<file path="src/design/sfp_pkg.sv">
// Package for the serial frame parser: result kind codes, register map,
// and the header set handed from the register block to the parser core.
// No dependencies.
package sfp_pkg;

   // Register file layout.
   localparam int unsigned CsrAddrWidth = 4;
   localparam int unsigned CsrDataWidth = 32;
   localparam int unsigned CsrIdxWidth  = 2;

   // Frame trailer value expected in the last byte of a frame.
   localparam logic [7:0] EndMark = 8'h00;

   // Register indexes (byte address / 4).
   typedef enum logic [CsrIdxWidth-1:0] {
      REG_HEADER_A = 2'd0,
      REG_HEADER_B = 2'd1,
      REG_HEADER_C = 2'd2
   } reg_index_type;

   // Kind code carried with every echoed byte.
   typedef enum logic [2:0] {
      KIND_IGNORED = 3'd0,
      KIND_HEADER  = 3'd1,
      KIND_LENGTH  = 3'd2,
      KIND_BODY    = 3'd3,
      KIND_GOOD    = 3'd4,
      KIND_BAD     = 3'd5,
      KIND_ABORT   = 3'd6
   } kind_type;

   // The three configured frame-start byte values.
   typedef struct packed {
      logic [7:0] header_a;
      logic [7:0] header_b;
      logic [7:0] header_c;
   } header_set_type;

endpackage

</file>
<file path="src/design/sfp_csr.sv">
// APB-style register block of the serial frame parser.
// Holds the three header registers; depends on sfp_pkg.
module sfp_csr (
   input  logic                                clock,
   input  logic                                reset,
   input  logic                                csr_psel,
   input  logic                                csr_penable,
   input  logic                                csr_pwrite,
   input  logic [sfp_pkg::CsrAddrWidth-1:0]    csr_paddr,
   input  logic [sfp_pkg::CsrDataWidth-1:0]    csr_pwdata,
   output logic [sfp_pkg::CsrDataWidth-1:0]    csr_prdata,
   output logic                                csr_pready,
   output sfp_pkg::header_set_type             headers
);
   import sfp_pkg::*;

   header_set_type headers_ff;
   header_set_type headers_in;
   reg_index_type  reg_index;
   logic           write_en;

   // The access phase of a write never waits; csr_pready is tied high.
   assign csr_pready = 1'b1;
   assign reg_index  = reg_index_type'(csr_paddr[CsrAddrWidth-1:2]);
   assign write_en   = csr_psel && csr_penable && csr_pwrite && csr_pready;

   // Decode the write into the addressed header register.
   always_comb begin
      headers_in = headers_ff;
      if (write_en) begin
         case (reg_index)
            REG_HEADER_A: headers_in.header_a = csr_pwdata[7:0];
            REG_HEADER_B: headers_in.header_b = csr_pwdata[7:0];
            REG_HEADER_C: headers_in.header_c = csr_pwdata[7:0];
            default:      headers_in = headers_ff;
         endcase
      end
   end

   always_ff @(posedge clock) begin
      if (reset) begin
         headers_ff <= '0;
      end else begin
         headers_ff <= headers_in;
      end
   end

   // Read mux; the unused slot reads as zero.
   always_comb begin
      case (reg_index)
         REG_HEADER_A: csr_prdata = {{(CsrDataWidth-8){1'b0}}, headers_ff.header_a};
         REG_HEADER_B: csr_prdata = {{(CsrDataWidth-8){1'b0}}, headers_ff.header_b};
         REG_HEADER_C: csr_prdata = {{(CsrDataWidth-8){1'b0}}, headers_ff.header_c};
         default:      csr_prdata = '0;
      endcase
   end

   assign headers = headers_ff;

endmodule

</file>
<file path="src/design/sfp_core.sv">
// Parser core of the serial frame parser: frame state, running XOR check
// and the result register. Depends on sfp_pkg.
module sfp_core (
   input  logic                        clock,
   input  logic                        reset,
   input  sfp_pkg::header_set_type     headers,
   input  logic                        req_valid,
   output logic                        req_ready,
   input  logic [7:0]                  req_rx_byte,
   output logic                        rsp_valid,
   input  logic                        rsp_ready,
   output logic [2:0]                  rsp_kind,
   output logic [7:0]                  rsp_echo_byte,
   output logic [7:0]                  rsp_position
);
   import sfp_pkg::*;

   // Frame state.
   logic       in_frame_ff, in_frame_in;
   logic       have_length_ff, have_length_in;
   logic [7:0] byte_count_ff, byte_count_in;
   logic [7:0] frame_length_ff, frame_length_in;
   logic [7:0] running_check_ff, running_check_in;
   logic [7:0] previous_byte_ff, previous_byte_in;

   // Result register.
   logic       rsp_valid_ff, rsp_valid_in;
   kind_type   kind_ff, kind_in;
   logic [7:0] echo_byte_ff;
   logic [7:0] position_ff, position_in;

   logic       accept;
   logic       is_header;
   logic [8:0] next_pos;
   logic [9:0] next_pos_wide;
   logic [9:0] length_wide;

   // A new beat enters whenever the result register is empty or draining.
   assign req_ready = !rsp_valid_ff || rsp_ready;
   assign accept    = req_valid && req_ready;

   assign is_header = (req_rx_byte == headers.header_a) ||
                      (req_rx_byte == headers.header_b) ||
                      (req_rx_byte == headers.header_c);
   assign next_pos      = {1'b0, byte_count_ff} + 9'd1;
   assign next_pos_wide = {1'b0, next_pos};
   assign length_wide   = {2'b00, frame_length_ff};

   // Next frame state and the result for the byte on the input.
   always_comb begin
      in_frame_in      = in_frame_ff;
      have_length_in   = have_length_ff;
      byte_count_in    = byte_count_ff;
      frame_length_in  = frame_length_ff;
      running_check_in = running_check_ff;
      previous_byte_in = req_rx_byte;
      kind_in          = KIND_IGNORED;
      position_in      = 8'd0;

      if (!in_frame_ff) begin
         // Hunting for a header byte.
         if (is_header) begin
            in_frame_in      = 1'b1;
            have_length_in   = 1'b0;
            byte_count_in    = 8'd1;
            running_check_in = req_rx_byte;
            kind_in          = KIND_HEADER;
            position_in      = 8'd1;
         end
      end else if (!have_length_ff) begin
         // Second byte is the frame length.
         byte_count_in    = 8'd2;
         have_length_in   = 1'b1;
         frame_length_in  = req_rx_byte;
         running_check_in = running_check_ff ^ req_rx_byte;
         kind_in          = KIND_LENGTH;
         position_in      = 8'd2;
      end else begin
         // Body bytes: the check covers positions up to length-2 and is
         // inverted at length-1; the comparisons stay unsigned by moving
         // the offsets to the position side.
         position_in = next_pos[7:0];
         kind_in     = KIND_BODY;
         if (next_pos_wide + 10'd2 <= length_wide) begin
            running_check_in = running_check_ff ^ req_rx_byte;
         end
         if (next_pos_wide + 10'd1 == length_wide) begin
            running_check_in = ~running_check_ff;
         end
         if (next_pos_wide == length_wide) begin
            kind_in       = ((previous_byte_ff == running_check_ff) &&
                             (req_rx_byte == EndMark)) ? KIND_GOOD : KIND_BAD;
            in_frame_in   = 1'b0;
            byte_count_in = 8'd0;
         end else if (next_pos_wide > length_wide) begin
            kind_in       = KIND_ABORT;
            in_frame_in   = 1'b0;
            byte_count_in = 8'd0;
         end else begin
            byte_count_in = next_pos[7:0];
         end
      end
   end

   // Result register valid: set by an accepted beat, cleared when taken.
   always_comb begin
      if (accept) begin
         rsp_valid_in = 1'b1;
      end else if (rsp_ready) begin
         rsp_valid_in = 1'b0;
      end else begin
         rsp_valid_in = rsp_valid_ff;
      end
   end

   // Control state.
   always_ff @(posedge clock) begin
      if (reset) begin
         in_frame_ff      <= 1'b0;
         have_length_ff   <= 1'b0;
         byte_count_ff    <= 8'd0;
         frame_length_ff  <= 8'd0;
         running_check_ff <= 8'd0;
         previous_byte_ff <= 8'd0;
         rsp_valid_ff     <= 1'b0;
      end else begin
         rsp_valid_ff <= rsp_valid_in;
         if (accept) begin
            in_frame_ff      <= in_frame_in;
            have_length_ff   <= have_length_in;
            byte_count_ff    <= byte_count_in;
            frame_length_ff  <= frame_length_in;
            running_check_ff <= running_check_in;
            previous_byte_ff <= previous_byte_in;
         end
      end
   end

   // Result payload, loaded with each accepted beat.
   always_ff @(posedge clock) begin
      if (accept) begin
         kind_ff      <= kind_in;
         echo_byte_ff <= req_rx_byte;
         position_ff  <= position_in;
      end
   end

   assign rsp_valid     = rsp_valid_ff;
   assign rsp_kind      = kind_ff;
   assign rsp_echo_byte = echo_byte_ff;
   assign rsp_position  = position_ff;

endmodule

</file>
<file path="src/design/serial_frame_parser.sv">
// Serial frame parser top level: register block and parser core.
// Depends on sfp_pkg, sfp_csr and sfp_core.
//
//   Port group  Direction  Carries
//   req_*       in         one received byte per beat (req_rx_byte)
//   rsp_*       out        kind, echoed byte and frame position per beat
//   csr_*       in/out     header_a/b/c registers at byte offsets 0, 4, 8
//
// Each taken byte beat produces exactly one result beat in the next cycle.
// The parser accepts one byte every cycle unless a result is held in the
// single result register while rsp_ready is low. Reset is synchronous and
// clears the frame state, the result valid flag and the header registers.
// The user must write header registers only while idle; it is not enforced.
module serial_frame_parser (
   input  logic                                clock,
   input  logic                                reset,
   input  logic                                req_valid,
   output logic                                req_ready,
   input  logic [7:0]                          req_rx_byte,
   output logic                                rsp_valid,
   input  logic                                rsp_ready,
   output logic [2:0]                          rsp_kind,
   output logic [7:0]                          rsp_echo_byte,
   output logic [7:0]                          rsp_position,
   input  logic                                csr_psel,
   input  logic                                csr_penable,
   input  logic                                csr_pwrite,
   input  logic [sfp_pkg::CsrAddrWidth-1:0]    csr_paddr,
   input  logic [sfp_pkg::CsrDataWidth-1:0]    csr_pwdata,
   output logic [sfp_pkg::CsrDataWidth-1:0]    csr_prdata,
   output logic                                csr_pready
);
   import sfp_pkg::*;

   header_set_type headers;

   // Configuration registers.
   sfp_csr u_csr (
      .clock       (clock),
      .reset       (reset),
      .csr_psel    (csr_psel),
      .csr_penable (csr_penable),
      .csr_pwrite  (csr_pwrite),
      .csr_paddr   (csr_paddr),
      .csr_pwdata  (csr_pwdata),
      .csr_prdata  (csr_prdata),
      .csr_pready  (csr_pready),
      .headers     (headers)
   );

   // Frame parsing and result register.
   sfp_core u_core (
      .clock         (clock),
      .reset         (reset),
      .headers       (headers),
      .req_valid     (req_valid),
      .req_ready     (req_ready),
      .req_rx_byte   (req_rx_byte),
      .rsp_valid     (rsp_valid),
      .rsp_ready     (rsp_ready),
      .rsp_kind      (rsp_kind),
      .rsp_echo_byte (rsp_echo_byte),
      .rsp_position  (rsp_position)
   );

endmodule

</file>
<file path="config.mk">
export PLATFORM = sky130hd
export DESIGN_NAME = serial_frame_parser
export DESIGN_NICKNAME = d
export VERILOG_FILES = /design/src/design/sfp_pkg.sv /design/src/design/sfp_csr.sv /design/src/design/sfp_core.sv /design/src/design/serial_frame_parser.sv
export SDC_FILE = /design/constraint.sdc
export NUM_CORES = 1
export LEC_CHECK = 0
export BUFFER_PORTS_ARGS = -buffer_cell sky130_fd_sc_hd__buf_2
export CORE_MARGIN = 2
export CORE_UTILIZATION = 35
export DETAILED_ROUTE_END_ITERATION = 8
export PLACE_DENSITY = 0.63
export SLEW_MARGIN = 25
export SYNTH_ARGS = -nofsm -noshare
export SYNTH_HDL_FRONTEND = slang
export SYNTH_SLANG_ARGS = --single-unit
</file>
<file path="constraint.sdc">
create_clock -name clock -period 3.5 [get_ports clock]
set_input_delay 0 -clock clock [delete_from_list [all_inputs] [get_ports clock]]
set_output_delay 0 -clock clock [all_outputs]
set_load 0.05 [all_outputs]
</file>
==> flow_metrics.py <==
metrics = {
    "synth": {
        "synthSimpleGateAreaFrac_pct": 18.4,
        "synth.area.top_cells": "dfxtp_1, edfxtp_1, xnor2_1, mux2i_1, ha_1",
        "syn_avg_cell_area_um2": 9.08,
        "yosysWarnings": 0,
        "ys_types": 64,
        "synth.area.mux_share_pct": 6.91,
        "ys_seq_elements": 78,
        "synth_area_um2": 4930,
        "synth_edf_count": 19,
        "ys_seq_area_share_pct": 35.5,
        "synth_fa_ha_area_share_pct": 5.08,
        "synth_top_family_by_area": "simple AND/OR/NAND/NOR gates",
        "synthTopCellsByCount": "dfxtp_1, nor2_1, nand2_1",
        "synth_top_area_cell": "dfxtp_1",
        "synth_compound_area_share_pct": 14.7,
        "synth_xor_area_share_pct": 9.16,
        "synthFlopType": "dfxtp_1",
        "synth_most_common_cell": "dfxtp_1",
        "async_flop_share_pct": 0,
        "synth_cells": 543,
        "yosysTopAreaCellShare_pct": 24.0,
    },
    "sta": {
        "final.period_utilization_pct": 96.4,
        "fmax_mhz": 296,
        "fin_skew_ps": 8.34,
        "rsz0062_at_grt": "false",
        "fin_crit_ps": 3370,
        "hold_slack_ps": 14.8,
        "worst_slew_pin_slew_ps": 902,
        "finalHoldViolCount": 0,
        "fin_setup_tns_ps": 0,
        "slew_headroom_pct": 39.6,
        "drv_slew": 0,
        "setup-violations-final": 0,
    },
    "layout": {
        "seqCellArea_um2": 1750,
        "area_growth_pct": 15.8,
        "postLayoutCellArea_um2": 5710,
        "nFillCells": 1360,
        "multi_input_area_um2": 2770,
        "antennaDiodeCount": 0,
        "nets": 682,
        "drive_gt1_share_pct": 19.6,
    },
    "clock_tree": {
        "clockRootBuffer": "clkbuf_16",
        "clk_latency_ps": 340,
        "cts_sinks": 78,
        "cts_tree": "yes",
        "clockBufferDepth": 2,
        "h-tree-depth": 3,
        "post_cts_buffers": 0,
        "clk_pin_slew_worst_paths_ps": 60,
        "cts_buffers": 9,
    },
    "global_routing": {
        "antenna_found_initial": 0,
        "grt_first_pass_wirelength_um": 19400,
        "grt_pass1_vias": 3838,
        "grt.overflow.total": 0,
        "grt_max_degree": 60,
        "grt_util_all_layers_pct": 16.8,
    },
    "worst_setup_path": {
        "cp-start-kind": "register",
        "rrSetupSlack_ps": 130,
        "cp_slowest_cell": "a311o_2",
        "worstPathRequired_ps": 3770,
        "arrival_ps": 3640,
        "slowest_delay_ps": 510,
        "critPathMaxFanout": 9,
        "path_cells": "ha_1, xnor2_1, inv_2, ha_1, nand2_1, nor2_1, xnor2_1, ha_1, nand4_1, o211ai_1, o221ai_1, a311o_2, a21o_2, a2bb2oi_1",
        "cp-end-kind": "register",
        "path_class": "reg2reg",
        "cpMostUsedCell": "ha_1",
    },
    "route": {
        "drc": 0,
        "vias": 4049,
        "final_antenna_net_count": 0,
        "wl_um": 12200,
        "dr.first_iter.drc_count": 307,
        "wl_per_cell_um": 15.3,
        "drt-vias-per-instance": 5.09,
        "drt_pass1_iterations": 4,
    },
    "placed_design": {
        "dpl.hpwl_um": 8940,
        "port_buffers": 53,
        "place_area_um2": 5280,
        "globalplace.congestion": 0.898,
    },
    "floorplanning": {
        "io_pins": 105,
        "die_w_um": 123,
        "start_util_pct": 35.6,
        "fp.coreArea_um2": 13800,
        "num_rows": 43,
        "fp.dieArea_um2": 15000,
        "die_height_um": 123,
    },
    "flow_run": {
        "max_cap_viol_count": 0,
    },
    "worst_hold_path": {
        "hp-class": "in2reg",
    },
    "pwr": {
        "p_leak_nw": 2.20,
        "vdd_ir_drop_max_v": 0.000336,
        "power_density_nw_per_um2": 385,
    },
    "status": {
        "status": "finished clean",
    },
}
## worst paths after layout
kind                               from                    endpoint  cells past startpoint
min                      req_rx_byte[2]   u_core.frame_length_ff[2]                      3
max             u_core.byte_count_ff[1]  u_core.running_check_ff[5]                     14
max reg2reg     u_core.byte_count_ff[1]  u_core.running_check_ff[5]                     14
min reg2reg  u_core.previous_byte_ff[6]  u_core.previous_byte_ff[6]                      2
## logic make-up (layout without fill, tap and decap cells)
logic type | count (synthesis) | count (layout)
xor gates and xnor gates | 47 | 47
buffers and inverters | 75 | 125
DFF | 78 | 78
muxes | 34 | 34
adders and majority gates | 20 | 20
AOI/OAI and AO/OA | 102 | 102
and+or+nand+nor | 185 | 185
other | 2 | 25
## critical path: cells and delay by family, from the launching register on
kind                     cells  cell delay (ps)
buffers and inverters        1               70
adder cells (fa/ha/maj)      3              810
AO/OA/AOI/OAI                5             1340
AND/OR/NAND/NOR              3              270
flip-flops                   1              360
XOR/XNOR                     2              460
## per-layer routing
metal	routed length, um	global-route usage [%]	part of all wire, %
met3	682	3.58	5.6
met1	5470	21.9	45
met5	0	0	0
met2	5930	27.9	49
met4	119	4.96	0.98
## report_power, final
part	internal, mW	switching [mW]	leakage, nW
registers	0.946	0.0112	0.665
logic	0.0673	0.198	1.38
clock network	0.617	0.360	0.152
total	1.63	0.569	2.20
## repair_timing
item / in CTS / in global routing
gates resized for setup: 0 / 2
hold buffers: 11 / 0
endpoints found under the hold margin: 26 / 0
endpoints found under the setup margin: 0 / 6
## stage by stage
| stage | setup WS [ps] | instances | power, mW | utilization, % |
|---|---|---|---|---|
| after floorplan | 428 | 566 | 1.20 | - |
| after CTS | 144 | 796 | 2.23 | 41.2 |
| final | 127 | 796 | 2.20 | 41.3 |
| after global routing | 4.09 | 796 | 2.28 | 41.3 |
| after detailed placement | 188 | 769 | 1.23 | 38.2 |
| after global placement | 221 | 769 | 1.23 | 38.2 |
## layout make-up
class,count,area share [%]
clock buffers,14,4.82
clock inverters,2,0.680
multi-input cells,413,48.6
flip-flops and latches,78,30.7
repair buffers,89,9.91
well taps,180,3.95
inverters,20,1.36
## placed cells by master (no fill, tap or decap), drive strengths merged, types with 2 or more instances in the layout
cell	instances
o221ai	2
nor4	4
xnor2	42
edfxtp	19
dfxtp	59
nor2	58
a211oi	2
and2	4
dlygate4sd3	11
o21ai	24
clkbuf	14
o211ai	4
o22ai	4
o21a	6
buf	78
nand4	16
nand2b	2
a21boi	2
a21oi	30
nand4b	2
and3	3
a2bb2oi	8
a31oi	3
nand3	10
nor3	11
or4	2
o22a	8
a2111oi	2
ha	20
nand2	53
nor2b	6
nor3b	9
and3b	2
conb	25
mux2i	34
xor2	4
inv	20
## flip-flops by register name (all words and copies together) (netlist names)
signal	cells
u_core.in_frame_ff	1
u_core.rsp_echo_byte	8
u_core.have_length_ff	1
u_csr.headers	24
u_core.rsp_valid	1
u_core.byte_count_ff	8
u_core.running_check_ff	8
u_core.frame_length_ff	8
u_core.previous_byte_ff	8
u_core.rsp_kind	3
u_core.rsp_position	8
No activity file was read; power rests on OpenSTA's default activity.
